## config.mk

```make
export PLATFORM = sky130hd
export DESIGN_NAME = vfcm_cmd_queue
export DESIGN_NICKNAME = d
export VERILOG_FILES = /design/src/vfcm_pkg.sv /design/src/vfcm_cmd_queue.sv
export SDC_FILE = /design/constraint.sdc
export NUM_CORES = 1
export LEC_CHECK = 0
export ABC_AREA = 1
export BUFFER_PORTS_ARGS = -buffer_cell sky130_fd_sc_hd__buf_2
export CAP_MARGIN = 20
export CELL_PAD_IN_SITES_DETAIL_PLACEMENT = 0
export CELL_PAD_IN_SITES_GLOBAL_PLACEMENT = 1
export CORE_ASPECT_RATIO = 0.5
export CORE_MARGIN = 2
export CORE_UTILIZATION = 30
export DETAILED_ROUTE_END_ITERATION = 8
export PLACE_DENSITY = 0.65
export SETUP_SLACK_MARGIN = 0.4
export SYNTH_ARGS = -nofsm -noshare
export SYNTH_HDL_FRONTEND = slang
export SYNTH_SLANG_ARGS = --single-unit
```

## constraint.sdc

```tcl
create_clock -name i_clk -period 4.8 [get_ports i_clk]
set_clock_uncertainty 0.15 [all_clocks]
set_input_delay 0.96 -clock i_clk [delete_from_list [all_inputs] [get_ports i_clk]]
set_output_delay 0.96 -clock i_clk [all_outputs]
set_load 0.005 [all_outputs]
```

## src/vfcm_pkg.sv

```systemverilog
package vfcm_pkg;

    localparam int MAX_EXTENT_X = 16;
    localparam int MAX_EXTENT_Y = 16;
    localparam int MAX_EXTENT_Z = 16;
    localparam int STORE_DEPTH  = MAX_EXTENT_X * MAX_EXTENT_Y * MAX_EXTENT_Z;
    localparam int ADDR_W       = $clog2(STORE_DEPTH);

    localparam int COORD_W   = 4;
    localparam int SIZE_W    = 5;
    localparam int BRIGHT_W  = 16;
    localparam int WORD_W    = 32;
    localparam int CHAN_W    = 8;
    localparam int CMP_W     = 10;
    localparam int CFG_IDX_W = 2;
    localparam int OPCODE_W  = 2;

    localparam int NUM_FACES = 6;
    localparam int FACE_W    = 3;
    localparam int SHADE_W   = 9;
    localparam int PROD1_W   = CHAN_W + SHADE_W;
    localparam int PROD2_W   = PROD1_W + BRIGHT_W;

    localparam logic [CHAN_W-1:0] ALPHA_OPAQUE = 8'hff;

    localparam logic [FACE_W-1:0] FACE_TOP    = 3'd0;
    localparam logic [FACE_W-1:0] FACE_FRONT  = 3'd1;
    localparam logic [FACE_W-1:0] FACE_LEFT   = 3'd2;
    localparam logic [FACE_W-1:0] FACE_BACK   = 3'd3;
    localparam logic [FACE_W-1:0] FACE_RIGHT  = 3'd4;
    localparam logic [FACE_W-1:0] FACE_BOTTOM = 3'd5;

    // Read slots of a mesh item: the cell itself, then one per face in face order.
    localparam int RD_IDX_W = 3;
    localparam logic [RD_IDX_W-1:0] RD_CENTER = 3'd0;
    localparam logic [RD_IDX_W-1:0] RD_TOP    = 3'd1;
    localparam logic [RD_IDX_W-1:0] RD_FRONT  = 3'd2;
    localparam logic [RD_IDX_W-1:0] RD_LEFT   = 3'd3;
    localparam logic [RD_IDX_W-1:0] RD_BACK   = 3'd4;
    localparam logic [RD_IDX_W-1:0] RD_RIGHT  = 3'd5;
    localparam logic [RD_IDX_W-1:0] RD_BOTTOM = 3'd6;

    localparam int CQ_DEPTH = 2;
    localparam int CQ_PTR_W = $clog2(CQ_DEPTH);
    localparam int CQ_CNT_W = $clog2(CQ_DEPTH + 1);
    localparam int OQ_DEPTH = 4;
    localparam int OQ_PTR_W = $clog2(OQ_DEPTH);
    localparam int OQ_CNT_W = $clog2(OQ_DEPTH + 3);

    typedef enum logic [CFG_IDX_W-1:0] {
        CFG_SIZE_X,
        CFG_SIZE_Y,
        CFG_SIZE_Z,
        CFG_BRIGHTNESS
    } t_cfg_reg;

    typedef enum logic [OPCODE_W-1:0] {
        OP_WRITE,
        OP_MESH_OPAQUE,
        OP_MESH_TRANSP,
        OP_UNUSED
    } t_opcode;

    typedef enum logic {
        CMD_WRITE,
        CMD_MESH
    } t_cmd_kind;

    typedef enum logic [2:0] {
        BK_CLEAR,
        BK_IDLE,
        BK_READ,
        BK_WAIT,
        BK_EMIT
    } t_back_state;

    typedef struct packed {
        t_cmd_kind                kind;
        logic                     opaque;
        logic [COORD_W-1:0]       x;
        logic [COORD_W-1:0]       y;
        logic [COORD_W-1:0]       z;
        logic [WORD_W-1:0]        word;
        logic [NUM_FACES-1:0]     force_vis;
        logic [NUM_FACES-1:0]     allow_vis;
    } t_cmd;

    typedef struct packed {
        logic [FACE_W-1:0]  face;
        logic [COORD_W-1:0] x;
        logic [COORD_W-1:0] y;
        logic [COORD_W-1:0] z;
        logic [CHAN_W-1:0]  alpha;
        logic               last;
    } t_face_meta;

    typedef struct packed {
        t_face_meta         meta;
        logic [CHAN_W-1:0]  red;
        logic [CHAN_W-1:0]  green;
        logic [CHAN_W-1:0]  blue;
    } t_result;

    // Store address {z,x,y}.
    function automatic logic [ADDR_W-1:0] cell_addr(
        input logic [COORD_W-1:0] x,
        input logic [COORD_W-1:0] y,
        input logic [COORD_W-1:0] z
    );
        logic [31:0] a;
        a = (32'(z) * 32'(MAX_EXTENT_X) + 32'(x)) * 32'(MAX_EXTENT_Y) + 32'(y);
        return a[ADDR_W-1:0];
    endfunction

    function automatic logic [SHADE_W-1:0] face_shade(input logic [FACE_W-1:0] f);
        logic [SHADE_W-1:0] s;
        case (f)
            FACE_TOP:                s = 9'd256;
            FACE_FRONT, FACE_BACK:   s = 9'd205;
            FACE_LEFT, FACE_RIGHT:   s = 9'd154;
            FACE_BOTTOM:             s = 9'd128;
            default:                 s = 9'd0;
        endcase
        return s;
    endfunction

endpackage

```

## src/vfcm_cmd_queue.sv

```systemverilog
module vfcm_cmd_queue (
    input  logic           i_clk,
    input  logic           i_rst_n,
    input  logic           i_push,
    input  vfcm_pkg::t_cmd i_cmd,
    output logic           o_full,
    input  logic           i_pop,
    output vfcm_pkg::t_cmd o_cmd,
    output logic           o_empty
);
    import vfcm_pkg::*;

    t_cmd                r_mem [CQ_DEPTH];
    logic [CQ_PTR_W-1:0] r_wr_ptr;
    logic [CQ_PTR_W-1:0] r_rd_ptr;
    logic [CQ_CNT_W-1:0] r_count;
    logic                do_push;
    logic                do_pop;

    assign o_full  = (r_count == CQ_CNT_W'(CQ_DEPTH));
    assign o_empty = (r_count == '0);
    assign o_cmd   = r_mem[r_rd_ptr];
    assign do_push = i_push && !o_full;
    assign do_pop  = i_pop && !o_empty;

    always_ff @(posedge i_clk) begin
        if (!i_rst_n) begin
            r_wr_ptr <= '0;
            r_rd_ptr <= '0;
            r_count  <= '0;
        end else begin
            if (do_push) begin
                r_wr_ptr <= (r_wr_ptr == CQ_PTR_W'(CQ_DEPTH - 1)) ? '0 : r_wr_ptr + 1'b1;
            end
            if (do_pop) begin
                r_rd_ptr <= (r_rd_ptr == CQ_PTR_W'(CQ_DEPTH - 1)) ? '0 : r_rd_ptr + 1'b1;
            end
            r_count <= r_count + CQ_CNT_W'(do_push) - CQ_CNT_W'(do_pop);
        end
    end

    always_ff @(posedge i_clk) begin
        if (do_push) begin
            r_mem[r_wr_ptr] <= i_cmd;
        end
    end

endmodule

```

==> flow_metrics.env <==
export IMPL_status="finished clean"
export IMPL_ant_nets=0
export IMPL_cts_sinks=121
export IMPL_ys_ff_latch=121
export IMPL_peakVddDrop_v=0.0002424
export IMPL_first_pass_iters=4
export IMPL_portBuffers=121
export IMPL_critPathTopFamily="buffers and inverters"
export IMPL_globalRouteTotalUtil_pct=10.90
export IMPL_ys_warn_count=0
export IMPL_diodes=0
export IMPL_ys_seq_area_share_pct=79.49
export IMPL_antenna_found_initial=1
export IMPL_grt_pass1_vias=2353
export IMPL_clkPwrFrac_pct=38.0
export IMPL_die_x_um=177.4
export IMPL_start_kind="flop"
export IMPL_p_int_mw=2.483
export IMPL_crit_arrival_ns=2.00
export IMPL_power_density_mw_per_mm2=553.6
export IMPL_chipHeight_um=90.68
export IMPL_crit_slowest_cell="buf_4"
export IMPL_ys_types=12
export IMPL_crit_type="reg -> out"
export IMPL_dpl_cell_area_mm2=0.005351
export IMPL_fin_crit_ns=3.111
export IMPL_cts_buffers=17
export IMPL_max_slew_margin_pct=38.83
export IMPL_setup_viol=0
export IMPL_tightestPinTransition_ns=0.9175
export IMPL_cts_hold_buf=0
export IMPL_synth_nets=282
export IMPL_path_cells="buf_4 -> mux2_2 -> buf_2"
export IMPL_fin_crit_sh_pct=64.81
export IMPL_cp_num_buf_inv=2
export IMPL_tritoncts="yes"
export IMPL_drive_above_1_share_pct=58.27
export IMPL_grt_ovfl_total=0
export IMPL_hold_violations=0
export IMPL_worst_skew_pair_late_latency_ns=0.40
export IMPL_synthCells=218
export IMPL_cp_required_ns=3.69
export IMPL_synth_avg_cell_area_um2=20.68
export IMPL_clockBufferDepth=2
export IMPL_syn2layout_area_growth_pct=31.70
export IMPL_grt_start_max_net_pins=59
export IMPL_p_sw_mw=0.8030
export IMPL_cap_violations=0
export IMPL_drc=0
export IMPL_r2r_cells=5
export IMPL_wl_um=8467
export IMPL_cts_resized=0
export IMPL_hold_path_class="reg -> reg"
export IMPL_critPathMaxStageDelay_ns=0.67
export IMPL_pwr_share_seq_pct=42.0
export IMPL_end_kind="output pin"
export IMPL_crit_path_max_fanout=58
export IMPL_power_mw=3.286
export IMPL_die_area_mm2=0.01608
export IMPL_gp_congestion=0.6885
export IMPL_rows=31
export IMPL_cp_depth=3
export IMPL_clockRootBuffer="clkbuf_16"
export IMPL_path_clk_slew_ns=0.05
export IMPL_power_frac_comb_pct=20.1
export IMPL_fillerInstances=1376
export IMPL_ios=122
export IMPL_hold_depth=2
export IMPL_setup_slack_ns=1.689
export IMPL_num_vias=2338
export IMPL_cts_htree_levels=4
export IMPL_dpl_hpwl_um=5510
export IMPL_finalMaxSlewViolations=0
export IMPL_nets=420
export IMPL_final_setup_tns_ns=0
export IMPL_drtIter0Drc=117
export IMPL_p_leak_nw=2.290
export IMPL_wire_per_inst_um=14.93
export IMPL_swShare_pct=24.43
export IMPL_fmax_mhz=321.5
export IMPL_via_per_inst=4.123
export IMPL_synth_cell_area_mm2=0.004508
export IMPL_coreArea_mm2=0.01458
export IMPL_start_util_pct=30.91
export IMPL_rsz0062_at_grt="no"
export IMPL_fin_area_mm2=0.005937
export IMPL_postCtsSetupBuffers=0
export IMPL_place_ws_ns=1.993
export IMPL_grt_pass1_wl_um=12630
[registers in the layout (all words and copies together), names as in the netlist, named ones only]
register  flops
r_count       2
r_mem       116
r_rd_ptr      1
r_wr_ptr      1
[stage by stage]
step / utilization [%] / hold WS, ns / cells
CTS: 40.71 / 0.3653 / 567
global route: 40.71 / 0.3734 / 567
floorplan: - / 0.3175 / 218
global placement: 36.69 / 0.3381 / 535
detailed placement: 36.69 / 0.3496 / 535
finish: 40.71 / 0.3585 / 567
[cell usage after synthesis, drive strengths merged]
cell,instances,share of area [%]
mux2,58,16
edfxtp,116,77
nand2,9,0.75
inv,9,0.75
nand3,3,0.33
dfxtp,5,2.2
nor2,8,0.67
a21oi,2,0.22
buf,6,1.1
ha,2,0.56
[layout make-up]
cell class                 count  area, um^2  share of cell area (%)
timing repair buffer         125       635.6                   10.71
sequential                   121        3585                   60.38
multi-input combinational     82       849.6                   14.31
clock inverter                14       156.4                   2.634
inverter                       9       33.78                  0.5690
tap                          198       247.7                   4.173
clock buffer                  18       429.2                   7.229
[cells by family after synthesis]
| family | Yosys count | share of synthesized area, % |
|---|---|---|
| DFF | 121 | 79.49 |
| muxes | 58 | 16.15 |
| and+or+nand+nor | 20 | 1.748 |
| buffers and inverters | 15 | 1.832 |
| AOI/OAI and AO/OA | 2 | 0.2220 |
| adders and majority gates | 2 | 0.5550 |
[layout by cell type, fill, tap and decap left out]
cell and count:
buf_2 121, edfxtp_1 116, mux2_2 38, mux2_4 20, clkbuf_16 17, nand2_1 9, inv_1 8, nor2_1 7
clkinvlp_4 4, clkinv_2 4, buf_4 4, dfxtp_1 4, nand3_1 3, bufinv_16 3, a21oi_1 2, ha_1 2
clkinv_1 2, nor2_4 1, inv_2 1, dfxtp_2 1, clkinv_4 1, clkbuf_1 1
[final timing paths]
| path | from | end | slack (ns) |
|---|---|---|---|
| worst min register to register | r_rd_ptr | flop | 0.36 |
| worst max-delay path | flop | o_cmd[7] | 1.69 |
| worst min-delay path | r_rd_ptr | flop | 0.36 |
| worst max register to register | r_count[0] | r_mem[1][25] | 2.59 |
[power groups by stage]
stage	logic [mW]	clock network, mW	registers (mW)
4_1_cts	0.683	1.28	1.38
3_5_place_dp	0.680	0	1.40
2_1_floorplan	0.415	0	1.40
6_report	0.660	1.25	1.38
3_3_place_gp	0.679	0	1.39
5_1_grt	0.723	1.33	1.39
[tightest hold or removal path, stage by stage (launching register included)]
cell     delay [ns]
dfxtp_1        0.33
nor2_1         0.06
nor2_1         0.09
[metal layers]
metal	track usage (%)	up-vias	wire length, um
li1	-	1120	-
met4	4.508	0	59
met1	11.67	1169	3307
met2	19.33	45	4736
met5	0	-	0
met3	4.125	4	363
No activity file was read; power rests on OpenSTA's default activity.
