===== src/vfcm_pkg.sv =====
package vfcm_pkg;

    localparam int MAX_EXTENT_X = 16;
    localparam int MAX_EXTENT_Y = 16;
    localparam int MAX_EXTENT_Z = 16;
    localparam int STORE_DEPTH  = MAX_EXTENT_X * MAX_EXTENT_Y * MAX_EXTENT_Z;
    localparam int ADDR_W       = $clog2(STORE_DEPTH);

    localparam int COORD_W   = 4;
    localparam int SIZE_W    = 5;
    localparam int BRIGHT_W  = 16;
    localparam int WORD_W    = 32;
    localparam int CHAN_W    = 8;
    localparam int CMP_W     = 10;
    localparam int CFG_IDX_W = 2;
    localparam int OPCODE_W  = 2;

    localparam int NUM_FACES = 6;
    localparam int FACE_W    = 3;
    localparam int SHADE_W   = 9;
    localparam int PROD1_W   = CHAN_W + SHADE_W;
    localparam int PROD2_W   = PROD1_W + BRIGHT_W;

    localparam logic [CHAN_W-1:0] ALPHA_OPAQUE = 8'hff;

    localparam logic [FACE_W-1:0] FACE_TOP    = 3'd0;
    localparam logic [FACE_W-1:0] FACE_FRONT  = 3'd1;
    localparam logic [FACE_W-1:0] FACE_LEFT   = 3'd2;
    localparam logic [FACE_W-1:0] FACE_BACK   = 3'd3;
    localparam logic [FACE_W-1:0] FACE_RIGHT  = 3'd4;
    localparam logic [FACE_W-1:0] FACE_BOTTOM = 3'd5;

    // Read slots of a mesh item: the cell itself, then one per face in face order.
    localparam int RD_IDX_W = 3;
    localparam logic [RD_IDX_W-1:0] RD_CENTER = 3'd0;
    localparam logic [RD_IDX_W-1:0] RD_TOP    = 3'd1;
    localparam logic [RD_IDX_W-1:0] RD_FRONT  = 3'd2;
    localparam logic [RD_IDX_W-1:0] RD_LEFT   = 3'd3;
    localparam logic [RD_IDX_W-1:0] RD_BACK   = 3'd4;
    localparam logic [RD_IDX_W-1:0] RD_RIGHT  = 3'd5;
    localparam logic [RD_IDX_W-1:0] RD_BOTTOM = 3'd6;

    localparam int CQ_DEPTH = 2;
    localparam int CQ_PTR_W = $clog2(CQ_DEPTH);
    localparam int CQ_CNT_W = $clog2(CQ_DEPTH + 1);
    localparam int OQ_DEPTH = 4;
    localparam int OQ_PTR_W = $clog2(OQ_DEPTH);
    localparam int OQ_CNT_W = $clog2(OQ_DEPTH + 3);

    typedef enum logic [CFG_IDX_W-1:0] {
        CFG_SIZE_X,
        CFG_SIZE_Y,
        CFG_SIZE_Z,
        CFG_BRIGHTNESS
    } t_cfg_reg;

    typedef enum logic [OPCODE_W-1:0] {
        OP_WRITE,
        OP_MESH_OPAQUE,
        OP_MESH_TRANSP,
        OP_UNUSED
    } t_opcode;

    typedef enum logic {
        CMD_WRITE,
        CMD_MESH
    } t_cmd_kind;

    typedef enum logic [2:0] {
        BK_CLEAR,
        BK_IDLE,
        BK_READ,
        BK_WAIT,
        BK_EMIT
    } t_back_state;

    typedef struct packed {
        t_cmd_kind                kind;
        logic                     opaque;
        logic [COORD_W-1:0]       x;
        logic [COORD_W-1:0]       y;
        logic [COORD_W-1:0]       z;
        logic [WORD_W-1:0]        word;
        logic [NUM_FACES-1:0]     force_vis;
        logic [NUM_FACES-1:0]     allow_vis;
    } t_cmd;

    typedef struct packed {
        logic [FACE_W-1:0]  face;
        logic [COORD_W-1:0] x;
        logic [COORD_W-1:0] y;
        logic [COORD_W-1:0] z;
        logic [CHAN_W-1:0]  alpha;
        logic               last;
    } t_face_meta;

    typedef struct packed {
        t_face_meta         meta;
        logic [CHAN_W-1:0]  red;
        logic [CHAN_W-1:0]  green;
        logic [CHAN_W-1:0]  blue;
    } t_result;

    // Store address {z,x,y}.
    function automatic logic [ADDR_W-1:0] cell_addr(
        input logic [COORD_W-1:0] x,
        input logic [COORD_W-1:0] y,
        input logic [COORD_W-1:0] z
    );
        logic [31:0] a;
        a = (32'(z) * 32'(MAX_EXTENT_X) + 32'(x)) * 32'(MAX_EXTENT_Y) + 32'(y);
        return a[ADDR_W-1:0];
    endfunction

    function automatic logic [SHADE_W-1:0] face_shade(input logic [FACE_W-1:0] f);
        logic [SHADE_W-1:0] s;
        case (f)
            FACE_TOP:                s = 9'd256;
            FACE_FRONT, FACE_BACK:   s = 9'd205;
            FACE_LEFT, FACE_RIGHT:   s = 9'd154;
            FACE_BOTTOM:             s = 9'd128;
            default:                 s = 9'd0;
        endcase
        return s;
    endfunction

endpackage


===== src/vfcm_front.sv =====
module vfcm_front (
    input  logic                               i_clk,
    input  logic                               i_rst_n,
    input  logic                               i_push,
    output logic                               o_full,
    input  logic [vfcm_pkg::OPCODE_W-1:0]      i_opcode,
    input  logic [vfcm_pkg::COORD_W-1:0]       i_cell_x,
    input  logic [vfcm_pkg::COORD_W-1:0]       i_cell_y,
    input  logic [vfcm_pkg::COORD_W-1:0]       i_cell_z,
    input  logic [vfcm_pkg::WORD_W-1:0]        i_cell_word,
    input  logic                               i_cfg_we,
    input  logic [vfcm_pkg::CFG_IDX_W-1:0]     i_cfg_index,
    input  logic [vfcm_pkg::BRIGHT_W-1:0]      i_cfg_wdata,
    input  logic                               i_clearing,
    input  logic                               i_q_full,
    output logic                               o_q_push,
    output vfcm_pkg::t_cmd                     o_q_cmd,
    output logic [vfcm_pkg::BRIGHT_W-1:0]      o_brightness
);
    import vfcm_pkg::*;

    logic [SIZE_W-1:0]   r_size_x;
    logic [SIZE_W-1:0]   r_size_y;
    logic [SIZE_W-1:0]   r_size_z;
    logic [BRIGHT_W-1:0] r_brightness;

    logic [CMP_W-1:0] wx, wy, wz;
    logic [CMP_W-1:0] cx, cy, cz;
    logic             in_store;
    logic             in_world;
    logic             keep;
    t_opcode          op;

    always_ff @(posedge i_clk) begin
        if (!i_rst_n) begin
            r_size_x     <= SIZE_W'(16);
            r_size_y     <= SIZE_W'(16);
            r_size_z     <= SIZE_W'(16);
            r_brightness <= BRIGHT_W'(256);
        end else if (i_cfg_we) begin
            unique case (t_cfg_reg'(i_cfg_index))
                CFG_SIZE_X:     r_size_x     <= i_cfg_wdata[SIZE_W-1:0];
                CFG_SIZE_Y:     r_size_y     <= i_cfg_wdata[SIZE_W-1:0];
                CFG_SIZE_Z:     r_size_z     <= i_cfg_wdata[SIZE_W-1:0];
                CFG_BRIGHTNESS: r_brightness <= i_cfg_wdata;
            endcase
        end
    end

    // Sizes beyond the store extent act as the extent itself.
    assign wx = (CMP_W'(r_size_x) > CMP_W'(MAX_EXTENT_X)) ? CMP_W'(MAX_EXTENT_X)
                                                          : CMP_W'(r_size_x);
    assign wy = (CMP_W'(r_size_y) > CMP_W'(MAX_EXTENT_Y)) ? CMP_W'(MAX_EXTENT_Y)
                                                          : CMP_W'(r_size_y);
    assign wz = (CMP_W'(r_size_z) > CMP_W'(MAX_EXTENT_Z)) ? CMP_W'(MAX_EXTENT_Z)
                                                          : CMP_W'(r_size_z);

    assign cx = CMP_W'(i_cell_x);
    assign cy = CMP_W'(i_cell_y);
    assign cz = CMP_W'(i_cell_z);

    assign in_store = (cx < CMP_W'(MAX_EXTENT_X)) && (cy < CMP_W'(MAX_EXTENT_Y))
                   && (cz < CMP_W'(MAX_EXTENT_Z));
    assign in_world = (cx < wx) && (cy < wy) && (cz < wz);

    assign op           = t_opcode'(i_opcode);
    assign o_full       = i_q_full || i_clearing;
    assign o_q_push     = i_push && !o_full && keep;
    assign o_brightness = r_brightness;

    always_comb begin
        o_q_cmd           = '0;
        o_q_cmd.x         = i_cell_x;
        o_q_cmd.y         = i_cell_y;
        o_q_cmd.z         = i_cell_z;
        o_q_cmd.word      = i_cell_word;
        o_q_cmd.kind      = CMD_MESH;
        keep              = 1'b0;
        unique case (op)
            OP_WRITE: begin
                o_q_cmd.kind = CMD_WRITE;
                keep         = in_store;
            end
            OP_MESH_OPAQUE: begin
                o_q_cmd.opaque = 1'b1;
                keep           = in_world;
            end
            OP_MESH_TRANSP: begin
                keep = in_world;
            end
            OP_UNUSED: begin
                keep = 1'b0;
            end
        endcase

        // Edge rules: top and bottom always show at the world edge, sides never do.
        o_q_cmd.force_vis[FACE_TOP]    = (cy + CMP_W'(1)) >= wy;
        o_q_cmd.force_vis[FACE_BOTTOM] = (cy == '0);
        o_q_cmd.allow_vis[FACE_TOP]    = 1'b1;
        o_q_cmd.allow_vis[FACE_FRONT]  = (cz != '0);
        o_q_cmd.allow_vis[FACE_LEFT]   = (cx != '0);
        o_q_cmd.allow_vis[FACE_BACK]   = (cz + CMP_W'(1)) < wz;
        o_q_cmd.allow_vis[FACE_RIGHT]  = (cx + CMP_W'(1)) < wx;
        o_q_cmd.allow_vis[FACE_BOTTOM] = 1'b1;
    end

endmodule


===== config.mk =====
export PLATFORM = sky130hd
export DESIGN_NAME = vfcm_front
export DESIGN_NICKNAME = d
export VERILOG_FILES = /design/src/vfcm_pkg.sv /design/src/vfcm_front.sv
export SDC_FILE = /design/constraint.sdc
export NUM_CORES = 1
export LEC_CHECK = 0
export BUFFER_PORTS_ARGS = -buffer_cell sky130_fd_sc_hd__buf_4
export CORE_ASPECT_RATIO = 0.7
export CORE_MARGIN = 5
export CORE_UTILIZATION = 40
export CTS_CLUSTER_DIAMETER = 200
export DETAILED_ROUTE_END_ITERATION = 12
export GPL_ROUTABILITY_DRIVEN = 1
export PLACE_DENSITY_LB_ADDON = 0.15
export SLEW_MARGIN = 20
export SYNTH_ARGS = -nofsm -noshare
export SYNTH_HDL_FRONTEND = slang
export SYNTH_SLANG_ARGS = --single-unit

===== constraint.sdc =====
create_clock -name i_clk -period 3.7 [get_ports i_clk]
set_input_delay 0.37 -clock i_clk [delete_from_list [all_inputs] [get_ports i_clk]]
set_output_delay 0.37 -clock i_clk [all_outputs]
set_load 0.02 [all_outputs]

==> reports/qor.yml <==
fillers: 581
syn_to_final_growth_pct: 15.0
dieArea_sq_mm: 0.00754
rr_endpoint: "r_size_y[4]"
grt_max_degree: 32
yosys.area_share.xor_xnor_pct: 2.23
wire_per_inst_um: 12.3
core_area_sq_mm: 0.00573
ys_warn_count: 0
synth_cell_type_count: 32
final_common_cell: "buf_4"
clk_pin_slew_worst_paths_ns: 0.06
numPortBuffers: 75
vdd_drop_max_mv: 0.183
synth-simple-area-share_pct: 17.6
outcome: "finished clean"
rows: 23
drt_first_pass_iters: 2
cp_max_fo: 5
hp-class: "input port to flip-flop"
finalWorstSetupSlack_ns: 1.38
gp_congestion: 0.715
dr_total_vias: 1789
tightest_slew_ns: 0.629
multi_input_area_sq_mm: 0.00129
muxShareOfSynthArea_pct: 5.10
grt_pass1_wl_mm: 7.57
final_layout_size_suffix_gt1_share_pct: 27.9
maxCapViolCount: 0
htreeDepth: 2
dp_slack_ns: 1.45
antenna_found_initial: 0
grt.total_usage_pct: 12.5
endpoint_kind: "primary output"
initial_core_util_pct: 41.1
async_reset_ff_share_pct: 0
min_period_ns: 2.32
clock_path_buffers: 2
clkSinkCount: 31
period_share_pct: 62.7
relSlewSlack_pct: 58.0
fin_setup_tns_ns: 0
ys_seq_area_share_pct: 26.4
nNetsFinal: 413
crit_path_start_kind: "flip-flop"
reg2reg_setup_slack_ns: 2.97
worst_r2r_path_depth: 4
cts_root_buf: "clkbuf_8"
setup_violations: 0
most-common-layout-cells: "buf_4 (75), nand2_1 (50), ha_1 (32)"
dp_hpwl_mm: 3.77
clk_latency_ns: 0.27
cts_tree: "done"
finClkSkew_ns: 0
gr-total-overflow: 0
min_from: "i_cfg_wdata[8]"
ys_seq_elements: 31
numCtsBuffers: 5
crit_arrival_ns: 1.95
synth_top_family_by_area: "buffers and inverters"
hold_viol: 0
syn_area_sq_mm: 0.00235
die_h_um: 74.2
antenna_left: 0
drt-total-wl_mm: 4.77
rsz0062_at_grt: "no"
routed_via_density: 4.62
cts_hold_buf: 0
crit_type: "flip-flop to primary output"
required_ns: 3.33
drc: 0
cts_setup_buffers: 0
first_iter_violations: 37
ys.flop_type: "dfxtp_1"
syn_avg_cell_area_sq_um: 8.38
synth_edf_count: 0
post_cts_resized: 0
fmax_mhz: 431
synth_compound_area_share_pct: 12.1
slew_violations: 0
syn_inst: 281
layout.area.seq_sq_um: 621
synth-adder-area-share_pct: 17.0
grt_pass1_vias: 1631
regToRegStartpoint: "r_size_y[4]"
die_x_um: 102
io_pins: 146
endpoint: "o_q_push"
power_leakage_nw: 1.30
cp-startpoint: "r_size_z[4]"
antenna_cells: 0
p_per_area_mw_per_mm2: 294
how the worst min path moves through the flow:
| stage | depth (start not counted) | to |
|---|---|---|
| 3_5_place_dp | 2 | o_brightness[10] |
| 4_1_cts | 3 | o_brightness[8] |
| 2_1_floorplan | 2 | r_size_y[0] |
| 6_report | 3 | o_brightness[8] |
| 3_3_place_gp | 2 | o_brightness[9] |
| 5_1_grt | 3 | o_brightness[8] |
per-stage QoR:
step	utilization, %	power, mW	area (sq um)	cells	hold slack (ns)
2_1_floorplan	-	0.530	2370	285	0.478
3_3_place_gp	45.8	0.551	2630	379	0.442
3_5_place_dp	45.8	0.554	2630	379	0.448
4_1_cts	47.3	0.806	2710	387	0.298
5_1_grt	47.3	0.845	2710	387	0.302
6_report	47.3	0.795	2710	387	0.305
Yosys cell counts (4+ instances only):
library cell / instances / area (sq um)
and3_1: 4 / 25.0
ha_1: 32 / 400
inv_1: 10 / 37.5
dfxtp_1: 31 / 621
inv_2: 4 / 15.0
a21boi_1: 16 / 120
a21oi_1: 8 / 40.0
mux2i_1: 12 / 120
nor2_1: 5 / 18.8
nand3_1: 6 / 30.0
nand2_1: 50 / 188
clkbuf_1: 4 / 15.0
buf_4: 50 / 375
nor2b_1: 14 / 87.6
a21o_1: 4 / 30.0
cell families (layout without fill, tap and decap cells):
logic type                 after synthesis  count (layout)
muxes                                   12              12
DFF                                     31              31
xor gates and xnor gates                 6               6
and+or+nand+nor                         87              87
adders and majority gates               32              32
buffers and inverters                   70              97
other                                    2               6
AOI/OAI and AO/OA                       41              41
metal layers:
layer | vias up | wire (um) | track usage (%)
met5 | - | 0 | 0
met4 | 0 | 30 | 4.13
met3 | 12 | 360 | 3.94
met2 | 51 | 1990 | 18.3
met1 | 787 | 2390 | 17.6
li1 | 939 | - | -
where the power goes:
| group | leakage (nW) | internal (mW) | switching, mW |
|---|---|---|---|
| clock network | 0.0422 | 0.132 | 0.119 |
| registers | 0.252 | 0.345 | 0.00657 |
| logic | 1.01 | 0.0915 | 0.100 |
| total | 1.30 | 0.569 | 0.226 |
final cells by class:
type	count	area share, %
multi-input cells	184	47.9
clock inverters	1	0.185
clock buffers	7	2.82
well taps	75	3.47
flip-flops and latches	31	22.9
repair buffers	75	20.8
inverters	14	1.94
registers in the layout (all words and copies together) (netlist names):
register	cells
o_brightness	16
r_size_x	5
r_size_y	5
r_size_z	5
critical path: stages, from the launching register on:
cell and delay [ns]:
dfxtp_1 0.33, inv_2 0.09, nand2_1 0.09, ha_1 0.28
a211o_1 0.25, a21oi_1 0.16, o2111ai_1 0.13, o31ai_2 0.19
buf_4 0.17
(Power assumes the default switching activity.)
